$ cat src/rtl/gww_pkg.sv
package gww_pkg;

	localparam int MAX_WIDTH = 32;
	localparam int PTR_W     = $clog2(MAX_WIDTH);
	localparam int DEPTH     = 1 << PTR_W;
	localparam int CNT_W     = $clog2(MAX_WIDTH + 1);
	localparam int CFG_W     = 6;

	localparam logic [CFG_W-1:0] WIDTH_RESET = CFG_W'(32);
	localparam logic [7:0]       SPACE_CHAR  = 8'h20;

	// what the send loop is walking through
	localparam logic [1:0] MD_FLUSH = 2'd0;
	localparam logic [1:0] MD_CHUNK = 2'd1;
	localparam logic [1:0] MD_WORD  = 2'd2;

	// what goes into the output register
	localparam logic [1:0] LD_NONE  = 2'd0;
	localparam logic [1:0] LD_BYTE  = 2'd1;
	localparam logic [1:0] LD_SPACE = 2'd2;
	localparam logic [1:0] LD_MARK  = 2'd3;

	typedef struct packed {
		logic [7:0] text_byte;
		logic       text_last;
	} text_item_t;

	typedef struct packed {
		logic [7:0] out_byte;
		logic       line_start;
		logic       byte_valid;
		logic       run_end;
		logic       text_end;
	} wrap_result_t;

	typedef struct packed {
		logic       take;
		logic       append;
		logic       from_in;
		logic       after_flush;
		logic       rd;
		logic [1:0] load;
		logic       start;
		logic [1:0] mode;
		logic       join_line;
		logic       finish;
	} gww_cmd_t;

	typedef struct packed {
		logic in_space;
		logic in_last;
		logic in_long;
		logic wl_zero;
		logic chunk_mode;
		logic ll_zero;
		logic fits;
		logic last_q;
		logic flushing;
		logic send_last;
		logic out_free;
	} gww_stat_t;

	function automatic logic is_blank(input logic [7:0] b);
		return (b == SPACE_CHAR) || (b >= 8'h09 && b <= 8'h0D);
	endfunction

endpackage

$ cat src/rtl/gww_ram.sv
module gww_ram #(
	parameter int WIDTH = 8,
	parameter int DEPTH = 32
) (
	input  logic                     clk,
	input  logic                     we,
	input  logic [$clog2(DEPTH)-1:0] waddr,
	input  logic [WIDTH-1:0]         wdata,
	input  logic                     re,
	input  logic [$clog2(DEPTH)-1:0] raddr,
	output logic [WIDTH-1:0]         rdata
);

	logic [WIDTH-1:0] mem [DEPTH];

	always_ff @(posedge clk) begin
		if (we) begin
			mem[waddr] <= wdata;
		end
		if (re) begin
			rdata <= mem[raddr];
		end
	end

endmodule

$ cat src/rtl/gww_ctrl.sv
module gww_ctrl (
	input  logic                clk,
	input  logic                arst_n,
	input  logic                text_valid,
	output logic                text_ready,
	input  gww_pkg::gww_stat_t  st,
	output gww_pkg::gww_cmd_t   cmd
);

	localparam logic [2:0] S_IDLE   = 3'd0;
	localparam logic [2:0] S_RD     = 3'd1;
	localparam logic [2:0] S_WR     = 3'd2;
	localparam logic [2:0] S_APPEND = 3'd3;
	localparam logic [2:0] S_END    = 3'd4;
	localparam logic [2:0] S_SEP    = 3'd5;
	localparam logic [2:0] S_MARK   = 3'd6;

	logic [2:0] state_q;
	logic [2:0] state_nx;

	always_comb begin
		cmd        = '0;
		state_nx   = state_q;
		text_ready = 1'b0;
		unique case (state_q)
			S_IDLE: begin
				text_ready = 1'b1;
				if (text_valid) begin
					cmd.take = 1'b1;
					if (st.in_space) begin
						state_nx = S_END;
					end else if (st.in_long) begin
						// buffered word already fills a line: chunk it out first
						state_nx = S_RD;
					end else begin
						cmd.append  = 1'b1;
						cmd.from_in = 1'b1;
						state_nx    = st.in_last ? S_END : S_IDLE;
					end
				end
			end
			S_RD: begin
				cmd.rd   = 1'b1;
				state_nx = S_WR;
			end
			S_WR: begin
				if (st.out_free) begin
					cmd.load = gww_pkg::LD_BYTE;
					if (!st.send_last) begin
						state_nx = S_RD;
					end else if (st.flushing) begin
						state_nx = S_APPEND;
					end else begin
						cmd.finish = 1'b1;
						state_nx   = S_IDLE;
					end
				end
			end
			S_APPEND: begin
				cmd.append      = 1'b1;
				cmd.after_flush = 1'b1;
				state_nx        = st.last_q ? S_END : S_IDLE;
			end
			S_END: begin
				if (st.wl_zero) begin
					if (st.last_q) begin
						state_nx = S_MARK;
					end else begin
						cmd.finish = 1'b1;
						state_nx   = S_IDLE;
					end
				end else begin
					cmd.start = 1'b1;
					state_nx  = S_RD;
					if (st.chunk_mode) begin
						cmd.mode = gww_pkg::MD_CHUNK;
					end else begin
						cmd.mode = gww_pkg::MD_WORD;
						if (!st.ll_zero && st.fits) begin
							cmd.join_line = 1'b1;
							state_nx      = S_SEP;
						end
					end
				end
			end
			S_SEP: begin
				if (st.out_free) begin
					cmd.load = gww_pkg::LD_SPACE;
					state_nx = S_RD;
				end
			end
			S_MARK: begin
				if (st.out_free) begin
					cmd.load   = gww_pkg::LD_MARK;
					cmd.finish = 1'b1;
					state_nx   = S_IDLE;
				end
			end
			default: begin
				state_nx = S_IDLE;
			end
		endcase
	end

	always_ff @(posedge clk or negedge arst_n) begin
		if (!arst_n) begin
			state_q <= S_IDLE;
		end else begin
			state_q <= state_nx;
		end
	end

endmodule

$ cat src/rtl/gww_dp.sv
module gww_dp (
	input  logic                           clk,
	input  logic                           arst_n,
	input  gww_pkg::text_item_t            text,
	input  logic                           cfg_valid,
	input  logic [gww_pkg::CFG_W-1:0]      cfg_data,
	input  gww_pkg::gww_cmd_t              cmd,
	output gww_pkg::gww_stat_t             st,
	output logic                           result_valid,
	input  logic                           result_ready,
	output gww_pkg::wrap_result_t          result
);

	localparam int CW = gww_pkg::CNT_W;
	localparam int PW = gww_pkg::PTR_W;

	logic [gww_pkg::CFG_W-1:0] width_q;
	logic [CW-1:0]             wl_q;
	logic [CW-1:0]             ll_q;
	logic                      lwm_q;
	logic [PW-1:0]             base_q;
	logic [CW-1:0]             idx_q;
	logic [CW-1:0]             col_q;
	logic [1:0]                md_q;
	logic                      join_q;
	logic [7:0]                byte_q;
	logic                      last_q;
	logic                      out_valid_q;
	gww_pkg::wrap_result_t     out_q;

	logic [CW-1:0] w;
	logic [CW-1:0] idx_nx;
	logic [CW-1:0] rem;
	logic [CW:0]   join_len;
	logic          col_end;
	logic          send_last;
	logic          out_free;
	logic [PW-1:0] waddr;
	logic [PW-1:0] raddr;
	logic [7:0]    wdata;
	logic [7:0]    rdata;
	gww_pkg::wrap_result_t res_nx;

	// effective width, saturated into 1..MAX_WIDTH
	always_comb begin
		if (width_q == '0) begin
			w = CW'(1);
		end else if (int'(width_q) > gww_pkg::MAX_WIDTH) begin
			w = CW'(gww_pkg::MAX_WIDTH);
		end else begin
			w = CW'(width_q);
		end
	end

	assign idx_nx   = idx_q + CW'(1);
	assign rem      = wl_q - idx_nx;
	assign col_end  = (col_q == w - CW'(1));
	assign join_len = {1'b0, ll_q} + (CW+1)'(1) + {1'b0, wl_q};
	assign out_free = !out_valid_q || result_ready;

	// a flush stops at the first chunk boundary with less than a line left
	assign send_last = (md_q == gww_pkg::MD_FLUSH) ? (col_end && (rem < w))
	                                               : (idx_nx == wl_q);

	always_comb begin
		st            = '0;
		st.in_space   = gww_pkg::is_blank(text.text_byte);
		st.in_last    = text.text_last;
		st.in_long    = (wl_q >= w);
		st.wl_zero    = (wl_q == '0);
		st.chunk_mode = lwm_q || (wl_q > w);
		st.ll_zero    = (ll_q == '0);
		st.fits       = (join_len <= {1'b0, w});
		st.last_q     = last_q;
		st.flushing   = (md_q == gww_pkg::MD_FLUSH);
		st.send_last  = send_last;
		st.out_free   = out_free;
	end

	// circular word buffer: dropping flushed chunks moves base, not data
	assign waddr = base_q + wl_q[PW-1:0];
	assign raddr = base_q + idx_q[PW-1:0];
	assign wdata = cmd.from_in ? text.text_byte : byte_q;

	gww_ram #(
		.WIDTH(8),
		.DEPTH(gww_pkg::DEPTH)
	) u_buf (
		.clk  (clk),
		.we   (cmd.append),
		.waddr(waddr),
		.wdata(wdata),
		.re   (cmd.rd),
		.raddr(raddr),
		.rdata(rdata)
	);

	always_comb begin
		res_nx = '0;
		case (cmd.load)
			gww_pkg::LD_BYTE: begin
				res_nx.out_byte   = rdata;
				res_nx.line_start = (md_q == gww_pkg::MD_WORD) ? ((idx_q == '0) && !join_q)
				                                               : (col_q == '0);
				res_nx.byte_valid = 1'b1;
				res_nx.run_end    = send_last && ((md_q != gww_pkg::MD_FLUSH) || !last_q);
				res_nx.text_end   = send_last && (md_q != gww_pkg::MD_FLUSH) && last_q;
			end
			gww_pkg::LD_SPACE: begin
				res_nx.out_byte   = gww_pkg::SPACE_CHAR;
				res_nx.byte_valid = 1'b1;
			end
			gww_pkg::LD_MARK: begin
				res_nx.run_end  = 1'b1;
				res_nx.text_end = 1'b1;
			end
			default: begin
				res_nx = '0;
			end
		endcase
	end

	always_ff @(posedge clk or negedge arst_n) begin
		if (!arst_n) begin
			width_q     <= gww_pkg::WIDTH_RESET;
			wl_q        <= '0;
			ll_q        <= '0;
			lwm_q       <= 1'b0;
			base_q      <= '0;
			idx_q       <= '0;
			col_q       <= '0;
			md_q        <= gww_pkg::MD_FLUSH;
			join_q      <= 1'b0;
			last_q      <= 1'b0;
			out_valid_q <= 1'b0;
		end else begin
			if (cfg_valid) begin
				width_q <= cfg_data;
			end
			if (cmd.take) begin
				last_q <= text.text_last;
				idx_q  <= '0;
				col_q  <= '0;
				md_q   <= gww_pkg::MD_FLUSH;
			end
			if (cmd.append) begin
				if (cmd.after_flush) begin
					base_q <= base_q + idx_q[PW-1:0];
					wl_q   <= wl_q - idx_q + CW'(1);
					lwm_q  <= 1'b1;
					ll_q   <= '0;
				end else begin
					wl_q <= wl_q + CW'(1);
				end
			end
			if (cmd.start) begin
				idx_q  <= '0;
				col_q  <= '0;
				md_q   <= cmd.mode;
				join_q <= cmd.join_line;
				if (cmd.mode == gww_pkg::MD_CHUNK) begin
					ll_q <= '0;
				end else if (cmd.join_line) begin
					ll_q <= join_len[CW-1:0];
				end else begin
					ll_q <= wl_q;
				end
			end
			if (cmd.load == gww_pkg::LD_BYTE) begin
				idx_q <= idx_nx;
				col_q <= col_end ? '0 : col_q + CW'(1);
			end
			if (cmd.finish) begin
				wl_q  <= '0;
				lwm_q <= 1'b0;
				if (last_q) begin
					ll_q <= '0;
				end
			end
			if (cmd.load != gww_pkg::LD_NONE) begin
				out_valid_q <= 1'b1;
			end else if (result_ready) begin
				out_valid_q <= 1'b0;
			end
		end
	end

	always_ff @(posedge clk) begin
		if (cmd.take) begin
			byte_q <= text.text_byte;
		end
		if (cmd.load != gww_pkg::LD_NONE) begin
			out_q <= res_nx;
		end
	end

	assign result_valid = out_valid_q;
	assign result       = out_q;

endmodule

$ cat src/rtl/greedy_word_wrap_top.sv
// A word byte is appended with no transfer, unless the buffered word already fills
// a line and is chunked out first. A separator or final byte adds a decision state,
// then each byte sent takes a buffer read and then an output register load, as the
// word buffer read is registered; a joining space, the end marker and the append
// after a chunk flush each have their own state. Result back-pressure holds each
// output load. arst_n clears control state, line_width to 32.
module greedy_word_wrap_top (
	input  logic                           clk,
	input  logic                           arst_n,
	input  logic                           text_valid,
	output logic                           text_ready,
	input  gww_pkg::text_item_t            text,
	output logic                           result_valid,
	input  logic                           result_ready,
	output gww_pkg::wrap_result_t          result,
	input  logic                           cfg_valid,
	output logic                           cfg_ready,
	input  logic [gww_pkg::CFG_W-1:0]      cfg_data
);

	gww_pkg::gww_cmd_t  cmd;
	gww_pkg::gww_stat_t st;

	assign cfg_ready = 1'b1;

	gww_ctrl u_ctrl (
		.clk       (clk),
		.arst_n    (arst_n),
		.text_valid(text_valid),
		.text_ready(text_ready),
		.st        (st),
		.cmd       (cmd)
	);

	gww_dp u_dp (
		.clk         (clk),
		.arst_n      (arst_n),
		.text        (text),
		.cfg_valid   (cfg_valid),
		.cfg_data    (cfg_data),
		.cmd         (cmd),
		.st          (st),
		.result_valid(result_valid),
		.result_ready(result_ready),
		.result      (result)
	);

	a_marker_closes: assert property (@(posedge clk) disable iff (!arst_n)
		result_valid && !result.byte_valid |-> result.run_end && result.text_end)
		else $error("end marker without run_end/text_end");

	a_text_end_run_end: assert property (@(posedge clk) disable iff (!arst_n)
		result_valid && result.text_end |-> result.run_end)
		else $error("text_end without run_end");

	a_line_start_real: assert property (@(posedge clk) disable iff (!arst_n)
		result_valid && result.line_start |-> result.byte_valid)
		else $error("line_start on marker item");

	a_last_busy: assert property (@(posedge clk) disable iff (!arst_n)
		text_valid && text_ready && text.text_last |=> !text_ready)
		else $error("final byte accepted without end-of-text handling");

endmodule

$ cat config.mk
export PLATFORM = sky130hd
export DESIGN_NAME = greedy_word_wrap_top
export DESIGN_NICKNAME = d
export VERILOG_FILES = /design/src/rtl/gww_pkg.sv /design/src/rtl/gww_ram.sv /design/src/rtl/gww_ctrl.sv /design/src/rtl/gww_dp.sv /design/src/rtl/greedy_word_wrap_top.sv
export SDC_FILE = /design/constraint.sdc
export NUM_CORES = 1
export LEC_CHECK = 0
export BUFFER_PORTS_ARGS = -buffer_cell sky130_fd_sc_hd__buf_2
export CAP_MARGIN = 20
export CORE_MARGIN = 3
export CORE_UTILIZATION = 35
export CTS_CLUSTER_SIZE = 30
export DETAILED_ROUTE_END_ITERATION = 10
export GPL_ROUTABILITY_DRIVEN = 0
export PLACE_DENSITY = 0.5
export SKIP_CTS_REPAIR_TIMING = 1
export SYNTH_ARGS = -nofsm -noshare
export SYNTH_HDL_FRONTEND = slang
export SYNTH_HIERARCHICAL = 1
export SYNTH_SLANG_ARGS = --single-unit
$ cat constraint.sdc
create_clock -name clk -period 5.3 [get_ports clk]
set_clock_uncertainty 0.1 [all_clocks]
set_input_delay 0.53 -clock clk [delete_from_list [all_inputs] [get_ports clk]]
set_output_delay 0.53 -clock clk [all_outputs]
set_load 0.005 [all_outputs]
==> flow_metrics.tcl, run 1 <==
set metrics [dict create \
    htree_levels 2 \
    portBuffers 33 \
    power_frac_clock_pct 27.3 \
    reg2reg_slack_ns 0.95 \
    worst_r2r_endpoint "u_dp/u_buf/mem[8][7]" \
    r2r-start "u_dp/width_q[5]" \
    p_seq_share_pct 37.6 \
    syn_area_um2 15000 \
    ys.flop_type "edfxtp_1" \
    slew_viol_final 0 \
    setup_viol 0 \
    die_h_um 213 \
    numCtsBuffers 38 \
    p_switching_w 0.00316 \
    fin_setup_tns_ns 0 \
    status "finished clean" \
    antenna_found_initial 0 \
    syn_nets 1018 \
    cts_tree "done" \
    worst_slack_ns 0.947 \
    clock_sinks 328 \
    diodes 0 \
    fp.dieArea_um2 45400 \
    min_to "u_dp/width_q[4]" \
    hold_path.class "in -> reg" \
    worst_pin_slew_ns 0.909 \
    maxCapViolations 0 \
    multi_input_area_um2 5000 \
    p_int_w 0.00630 \
    rows 75 \
    ys_types 71 \
    crit_fanout 18 \
    synth_most_common_cell "edfxtp_1" \
    grt_overflow_total 0 \
    grt_pass1_vias 8546 \
    vias 8215 \
    drive_above_1_share_pct 23.2 \
    pre_cts_ws_ns 0.911 \
    ir_worst_vdd_v 0.000221 \
    path_clk_slew_ns 0.05 \
    critPathRequiredTime_ns 5.37 \
    antenna_left 0 \
    ys_seq_area_share_pct 64.2 \
    synth_top_area_share_pct 56.8 \
    fmax_ghz 0.230 \
    slew_headroom_pct 39.0 \
    dp_hpwl_mm 22.7 \
    ys_ff_latch 328 \
    min_from "cfg_data[4]" \
    cts-root-buf "clkbuf_16" \
    synth_cells 940 \
    core-area_um2 42100 \
    wire_per_inst_um 22.0 \
    hold_viol_final 0 \
    routed_wl_mm 34.6 \
    grtUsageTotal_pct 15.7 \
    rr_worst_depth 15 \
    min_path_cells 3 \
    dieWidth_um 213 \
    arrival_ns 4.42 \
    clk_latency_ns 0.55 \
    powerDensity_nw_per_um2 551 \
    fin_total_pwr_w 0.00947 \
    end_kind "flop" \
    rsz0062_at_grt "no" \
    final_util_pct 40.8 \
    nets 1086 \
    grt_pass1_wl_mm 53.3 \
    fillers 3833 \
    start_kind "flop" \
    drt_iter0_drc 629 \
    synthArstFlopShare_pct 13.4 \
    yosysWarnings 6 \
    synth_area_leader_cell "edfxtp_1" \
    p_sw_share_pct 33.4 \
    clockBufferDepth 3 \
    synth.top_cells.by_count "edfxtp_1, mux4_2, nor2_1" \
    fin_crit_sh_pct 82.1 \
    areaGrowthSynthToFinish_pct 14.6 \
    drc_errors 0 \
    initial_core_util_pct 35.6 \
    drt_first_pass_iters 5 \
    synth_edf_count 284 \
    worstSetupPathType "reg -> reg" \
    p_comb_share_pct 35.1 \
    synth.area.top_cells "edfxtp_1, mux4_2, dfrtp_1" \
    via_per_inst 5.21 \
    grt_max_degree 47 \
    io_pins 35 \
    ff_latch_area_um2 9630 \
    fin_crit_ns 4.35 \
    avgSynthCellArea_um2 16.0 \
    p_leak_nw 6.00 \
]
## cells in the final DEF, fill, tap and decap left out, types with 32 or more instances in the layout
| cell type | synthesis | layout |
|---|---|---|
| edfxtp_1 | 284 | 284 |
| mux4_2 | 80 | 80 |
| nor2_1 | 62 | 62 |
| ha_1 | 53 | 52 |
| inv_1 | 48 | 48 |
| dfrtp_1 | 43 | 43 |
| clkbuf_16 | 0 | 39 |
| nand2_1 | 37 | 37 |
| a21oi_1 | 34 | 34 |
| buf_2 | 1 | 33 |
| buf_4 | 12 | 32 |
## cell families (layout without fill, tap and decap cells)
family	count (synthesis)	count (layout)	synth area share (%)
compound gates	129	129	5.47
xor+xnor	28	28	1.63
fa+ha+maj	58	58	5.09
buf+inv	91	188	2.73
flops	328	328	64.2
mux	109	109	14.1
other cells	1	1	0.0250
simple gates	196	196	6.72
## power groups by stage
stage | Clock [W] | Sequential [W] | Combinational (W)
floorplan | 0 | 0.00354 | 0.00233
global placement | 0 | 0.00361 | 0.00331
detailed placement | 0 | 0.00361 | 0.00332
CTS | 0.00267 | 0.00356 | 0.00334
global route | 0.00278 | 0.00359 | 0.00372
finish | 0.00258 | 0.00356 | 0.00333
## worst max-delay path by stage
stage	start	to	slack [ns]	cells after the start
4_1_cts	u_dp/width_q[5]	u_dp/u_buf/mem[12][4]	0.90	15
2_1_floorplan	u_dp/idx_q[0]	u_dp/ll_q[0]	1.38	19
3_3_place_gp	u_dp/idx_q[0]	u_dp/ll_q[5]	1.0	18
3_5_place_dp	u_dp/width_q[5]	u_dp/u_buf/mem[12][5]	0.91	15
6_report	u_dp/width_q[5]	u_dp/u_buf/mem[8][7]	0.95	15
5_1_grt	u_dp/width_q[5]	u_dp/u_buf/mem[8][5]	0.58	15
## state kept, by name, indices dropped and copies added (netlist names)
signal / count
u_dp/ll_q: 6
u_dp/join_q: 1
u_dp/width_q: 6
u_dp/result_valid: 1
u_dp/u_buf/mem: 256
u_dp/col_q: 6
u_dp/byte_q: 8
u_dp/idx_q: 6
u_dp/last_q: 1
u_dp/wl_q: 6
u_dp/md_q: 2
u_dp/base_q: 5
u_dp/result: 12
u_dp/u_buf/rdata: 8
u_ctrl/state_q: 3
u_dp/lwm_q: 1
## metal layers
layer	up-vias	wire length, um	track usage (%)
met3	47	1780	3.11
met5	-	0	0
li1	3790	-	-
met1	4185	16600	23.0
met4	0	602	4.13
met2	193	15700	24.0
## per-stage QoR
stage               hold slack [ns]  cell area, um^2  std cells
floorplan                     0.134            15000        940
global placement              0.411            15900       1503
detailed placement            0.414            15900       1503
CTS                          0.0654            17100       1572
global route                 0.0816            17200       1576
finish                       0.0914            17200       1576
## layout make-up
class                      count  share of cell area (%)
clock buffer                  48                    5.87
clock inverter                21                    1.26
inverter                      50                    1.09
multi-input combinational    521                    29.1
sequential                   328                    56.0
tap                          539                    3.92
timing repair buffer          69                    2.74
## critical path, cell delays in order (launching register included)
cell and delay, ns:
dfstp_2 0.56, inv_1 0.16, nand2_1 0.17, ha_1 0.26, a21oi_1 0.15, nor2b_1 0.05
o21ai_0 0.15, nand2b_1 0.07, a21oi_1 0.18, nand2b_1 0.16, nor3_2 0.18, buf_4 0.20
or2_1 0.16, buf_4 0.23, or3b_2 0.60, nor2_1 0.59
Note: power is estimated with default switching activity, not from simulation.
==> run 2: changes to the inputs <==
--- a/config.mk
+++ b/config.mk
@@ -12,7 +12,7 @@
 export CTS_CLUSTER_SIZE = 30
 export DETAILED_ROUTE_END_ITERATION = 10
 export GPL_ROUTABILITY_DRIVEN = 0
-export PLACE_DENSITY = 0.5
+export PLACE_DENSITY = 0.51
 export SKIP_CTS_REPAIR_TIMING = 1
 export SYNTH_ARGS = -nofsm -noshare
 export SYNTH_HDL_FRONTEND = slang
==> constraint.sdc (replaced) <==
create_clock -name clk -period 3.8 [get_ports clk]
set_clock_uncertainty 0.1 [all_clocks]
set_input_delay 0.38 -clock clk [delete_from_list [all_inputs] [get_ports clk]]
set_output_delay 0.38 -clock clk [all_outputs]
set_load 0.005 [all_outputs]
==> flow_metrics.tcl, run 2 (synthesis results as in run 1) <==
set metrics [dict create \
    antenna_found_initial 0 \
    final_common_cell "edfxtp_1" \
    drc_errors 0 \
    start_kind "flop" \
    portBuffers 33 \
    cp_cell_sequence "ha_2, xnor2_2, ha_1, a21o_1, a21oi_2, xnor2_1, ha_1, a21o_1, a2111oi_4, o21ai_1, or3_4, nand2_2, a21oi_2, o32ai_2, buf_4, buf_6, a311oi_1" \
    slew_headroom_pct 49.2 \
    dieWidth_um 213 \
    nets 1163 \
    pre_cts_ws_ns -0.141 \
    areaGrowthSynthToFinish_pct 20.2 \
    wl_met2_mm 15.8 \
    clk_latency_ns 0.55 \
    io_pins 35 \
    path_clk_slew_ns 0.06 \
    maxCapViolations 0 \
    slowest_stage "dfrtp_1" \
    powerDensity_nw_per_um2 764 \
    cp_slowest_stage_delay_ns 0.41 \
    die_h_um 213 \
    cts_tree "done" \
    hold_viol_final 0 \
    grt_overflow_total 0 \
    numCtsBuffers 38 \
    fmax_ghz 0.273 \
    clock_sinks 328 \
    slew_viol_final 0 \
    largest_reg_flops 256 \
    ir_worst_vdd_v 0.000303 \
    path_buf_inv 2 \
    fin_total_pwr_w 0.0138 \
    worstSetupPathType "reg -> reg" \
    p_leak_nw 6.42 \
    setup_viol 0 \
    critPathRequiredTime_ns 4.12 \
    routed_wl_mm 34.6 \
    final_util_pct 42.8 \
    grtUsageTotal_pct 15.6 \
    fin_crit_ns 3.66 \
    antenna_left 0 \
    initial_core_util_pct 35.6 \
    worst_pin_slew_ns 0.754 \
    crit_fanout 6 \
    rsz0062_at_grt "yes" \
    cts-root-buf "clkbuf_16" \
    largest-register "u_dp/u_buf/mem" \
    grt_pass1_wl_mm 53.2 \
    grt_pass1_vias 8546 \
    status "finished clean" \
    via_per_inst 5.15 \
    crit_family "compound AO/OA/AOI/OAI gates" \
    grt_max_degree 45 \
    layout_common_cells "edfxtp_1, buf_4, mux4_2" \
    fin_crit_sh_pct 96.4 \
    vias 8508 \
    highest_layer "met4" \
    clockBufferDepth 3 \
    arrival_ns 3.98 \
    fillers 3736 \
    core-area_um2 42100 \
    wire_per_inst_um 21.0 \
    wl_met3_mm 1.67 \
    htree_levels 2 \
    diodes 0 \
    end_kind "flop" \
    dp_hpwl_mm 23.3 \
    drt_first_pass_iters 5 \
    drt_iter0_drc 789 \
    rows 75 \
    wl_met1_mm 16.5 \
    hold_path.class "in -> reg" \
    worst_slack_ns 0.138 \
    fp.dieArea_um2 45400 \
    drive_above_1_share_pct 30.4 \
]
-- run 2: cell types whose count changed in the layout (fill, tap and decap cells not counted), moves of 6 or more --
cell           change
a21oi_1            -6
a21oi_2            +6
buf_4             +57
clkinv_1           -7
dlygate4sd3_1     +15
ha_1               -6
-- run 2: path summary, 6_finish.rpt --
| path | startpoint | endpoint | cells after the start | slack [ns] |
|---|---|---|---|---|
| hold reg to reg | u_dp/lwm_q | u_dp/lwm_q | 2 | 0.42 |
| min in group asynchronous | arst_n | u_dp/width_q[0] | 3 | 0.38 |
| max in group asynchronous | arst_n | u_dp/base_q[2] | 3 | 2.80 |
| setup / recovery | u_dp/idx_q[0] | u_dp/wl_q[0] | 17 | 0.14 |
| setup reg to reg | u_dp/idx_q[0] | u_dp/wl_q[0] | 17 | 0.14 |
| hold / removal | cfg_valid | u_dp/width_q[5] | 2 | 0.01 |
-- run 2: worst register-to-register path: stages, from the launching register on --
cell,delay (ns)
dfrtp_1,0.41
ha_2,0.22
xnor2_2,0.14
ha_1,0.32
a21o_1,0.18
a21oi_2,0.14
xnor2_1,0.13
ha_1,0.26
a21o_1,0.20
a2111oi_4,0.33
o21ai_1,0.10
or3_4,0.36
nand2_2,0.10
a21oi_2,0.08
o32ai_2,0.17
buf_4,0.18
buf_6,0.11
a311oi_1,0.04
-- run 2: cell type report --
class	instances	area (um^2)	share of cell area [%]
Clock buffer	48	1010	5.60
Clock inverter	19	210	1.16
Inverter	50	188	1.04
Multi-Input combinational cell	521	5180	28.7
Sequential cell	328	9630	53.4
Tap cell	539	674	3.74
Timing Repair Buffer	146	1150	6.37
-- run 2: where the power goes --
group	total (W)	switching [W]	internal [W]	leakage, nW
registers	0.00494	0.000230	0.00471	3.15
clock network	0.00361	0.00144	0.00216	0.590
logic	0.00524	0.00291	0.00233	2.68
total	0.0138	0.00458	0.00921	6.42
-- run 2: metrics by stage --
stage | hold slack, ns | std cells | cell area (um^2) | TNS [ns]
after CTS | -0.168 | 1626 | 17600 | -1.28
after detailed placement | 0.404 | 1559 | 16400 | -1.31
after global placement | 0.394 | 1558 | 16400 | -0.649
after floorplan | -0.0156 | 940 | 15000 | 0
final | 0.0123 | 1651 | 18000 | 0
after global routing | 0.0224 | 1651 | 18000 | -0.655
-- run 2: metal layers --
metal | vias to the layer above | global-route usage [%]
li1 | 3949 | -
met1 | 4339 | 22.9
met2 | 182 | 23.7
met4 | 0 | 3.95
met3 | 38 | 3.25
met5 | - | 0
==> run 3: changes to the inputs <==
--- a/config.mk
+++ b/config.mk
@@ -7,12 +7,14 @@
 export LEC_CHECK = 0
 export BUFFER_PORTS_ARGS = -buffer_cell sky130_fd_sc_hd__buf_2
 export CAP_MARGIN = 20
+export CELL_PAD_IN_SITES_DETAIL_PLACEMENT = 1
+export CELL_PAD_IN_SITES_GLOBAL_PLACEMENT = 2
 export CORE_MARGIN = 3
 export CORE_UTILIZATION = 35
 export CTS_CLUSTER_SIZE = 30
 export DETAILED_ROUTE_END_ITERATION = 10
 export GPL_ROUTABILITY_DRIVEN = 0
-export PLACE_DENSITY = 0.51
+export PLACE_DENSITY = 0.64
 export SKIP_CTS_REPAIR_TIMING = 1
 export SYNTH_ARGS = -nofsm -noshare
 export SYNTH_HDL_FRONTEND = slang
==> flow_metrics.tcl, run 3 (synthesis results as in run 1) <==
set metrics [dict create \
    grt_overflow_total 0 \
    final_util_pct 43.1 \
    via_per_inst 5.19 \
    rows 75 \
    hold_path.class "in -> reg" \
    worstSetupPathType "reg -> reg" \
    drt_first_pass_iters 6 \
    path_clk_slew_ns 0.06 \
    wire_per_inst_um 22.8 \
    largest_reg_flops 256 \
    antenna_left 0 \
    cp_slowest_stage_delay_ns 0.43 \
    cts_tree "done" \
    final_common_cell "edfxtp_1" \
    numCtsBuffers 38 \
    fmax_ghz 0.263 \
    fp.dieArea_um2 45400 \
    grt_max_degree 43 \
    crit_fanout 6 \
    end_kind "flop" \
    arrival_ns 4.13 \
    drt_iter0_drc 553 \
    slew_viol_final 0 \
    slew_headroom_pct 35.2 \
    diodes 0 \
    ir_worst_vdd_v 0.000386 \
    dp_hpwl_mm 25.8 \
    worst_slack_ns -0.00139 \
    portBuffers 33 \
    cp_cell_sequence "inv_2, buf_4, ha_1, fa_1, inv_1, a21o_1, a21oi_2, xnor2_1, ha_1, a21o_1, a2111oi_4, o21ai_1, or3_4, nand2_4, a21oi_4, o32ai_4, buf_6, buf_6, a211oi_2" \
    start_kind "flop" \
    cts-root-buf "clkbuf_16" \
    drc_errors 0 \
    layout_common_cells "edfxtp_1, buf_4, mux4_2" \
    grt_pass1_wl_mm 56.7 \
    io_pins 35 \
    clockBufferDepth 3 \
    areaGrowthSynthToFinish_pct 20.9 \
    fin_crit_sh_pct 100 \
    p_leak_nw 6.47 \
    failed_checks "negative setup slack" \
    maxCapViolations 0 \
    powerDensity_nw_per_um2 769 \
    clk_latency_ns 0.55 \
    largest-register "u_dp/u_buf/mem" \
    fin_total_pwr_w 0.0140 \
    rsz0062_at_grt "yes" \
    routed_wl_mm 37.8 \
    die_h_um 213 \
    antenna_found_initial 0 \
    fin_crit_ns 3.80 \
    vias 8625 \
    grtUsageTotal_pct 16.8 \
    hold_viol_final 0 \
    critPathRequiredTime_ns 4.13 \
    slowest_stage "dfrtp_1" \
    setup_viol 2 \
    drive_above_1_share_pct 31.0 \
    grt_pass1_vias 9010 \
    core-area_um2 42100 \
    status "finished with violations" \
    pre_cts_ws_ns -0.315 \
    dieWidth_um 213 \
    initial_core_util_pct 35.6 \
    clock_sinks 328 \
    nets 1172 \
    htree_levels 2 \
    worst_pin_slew_ns 0.966 \
]
==> run 3: stage by stage <==
stage	TNS [ns]	cell area [um^2]	instances	hold WS, ns
final	-0.00233	18100	1663	0.00623
after CTS	-4.33	17700	1634	-0.362
after global placement	-1.50	16400	1563	0.239
after floorplan	0	15000	940	-0.0156
after global routing	-2.89	18100	1663	0.000370
after detailed placement	-3.70	16400	1564	0.245
==> run 3: worst paths after layout <==
kind	endpoint	from	cells past startpoint	slack [ns]
max	u_dp/wl_q[1]	u_dp/idx_q[0]	19	-0.001
min in group asynchronous	u_dp/width_q[3]	arst_n	2	0.21
min	u_dp/width_q[5]	cfg_valid	2	0.006
max reg2reg	u_dp/wl_q[1]	u_dp/idx_q[0]	19	-0.001
max in group asynchronous	u_dp/wl_q[1]	arst_n	3	2.59
min reg2reg	u_dp/lwm_q	u_dp/lwm_q	2	0.44
==> run 3: cell type report <==
type	instances	area (um^2)
fillers	4161	24000
flip-flops and latches	328	9630
multi-input cells	521	5220
repair buffers	155	1210
clock buffers	46	1000
well taps	539	674
clock inverters	24	211
inverters	50	190
==> run 3: worst max-delay path: cells and delay by family (launching register included) <==
kind	cells	cell delay, ns
buffers and inverters	5	0.55
adders and majority gates	3	0.87
AOI/OAI and AO/OA	8	1.06
DFF	1	0.43
xor gates and xnor gates	1	0.17
and+or+nand+nor	2	0.50
==> run 3: metal layers <==
| metal | vias to the layer above | GRT usage, % | wire (um) |
|---|---|---|---|
| met2 | 144 | 26.7 | 18200 |
| met5 | - | 0 | 0 |
| met3 | 44 | 3.09 | 1500 |
| met4 | 0 | 3.90 | 626 |
| met1 | 4472 | 24.1 | 17500 |
| li1 | 3965 | - | - |
==> run 3: report_power, final <==
group / total, W / internal, W / switching [W]
logic: 0.00540 / 0.00238 / 0.00302
clock network: 0.00358 / 0.00210 / 0.00148
registers: 0.00497 / 0.00472 / 0.000255
total: 0.0140 / 0.00920 / 0.00476
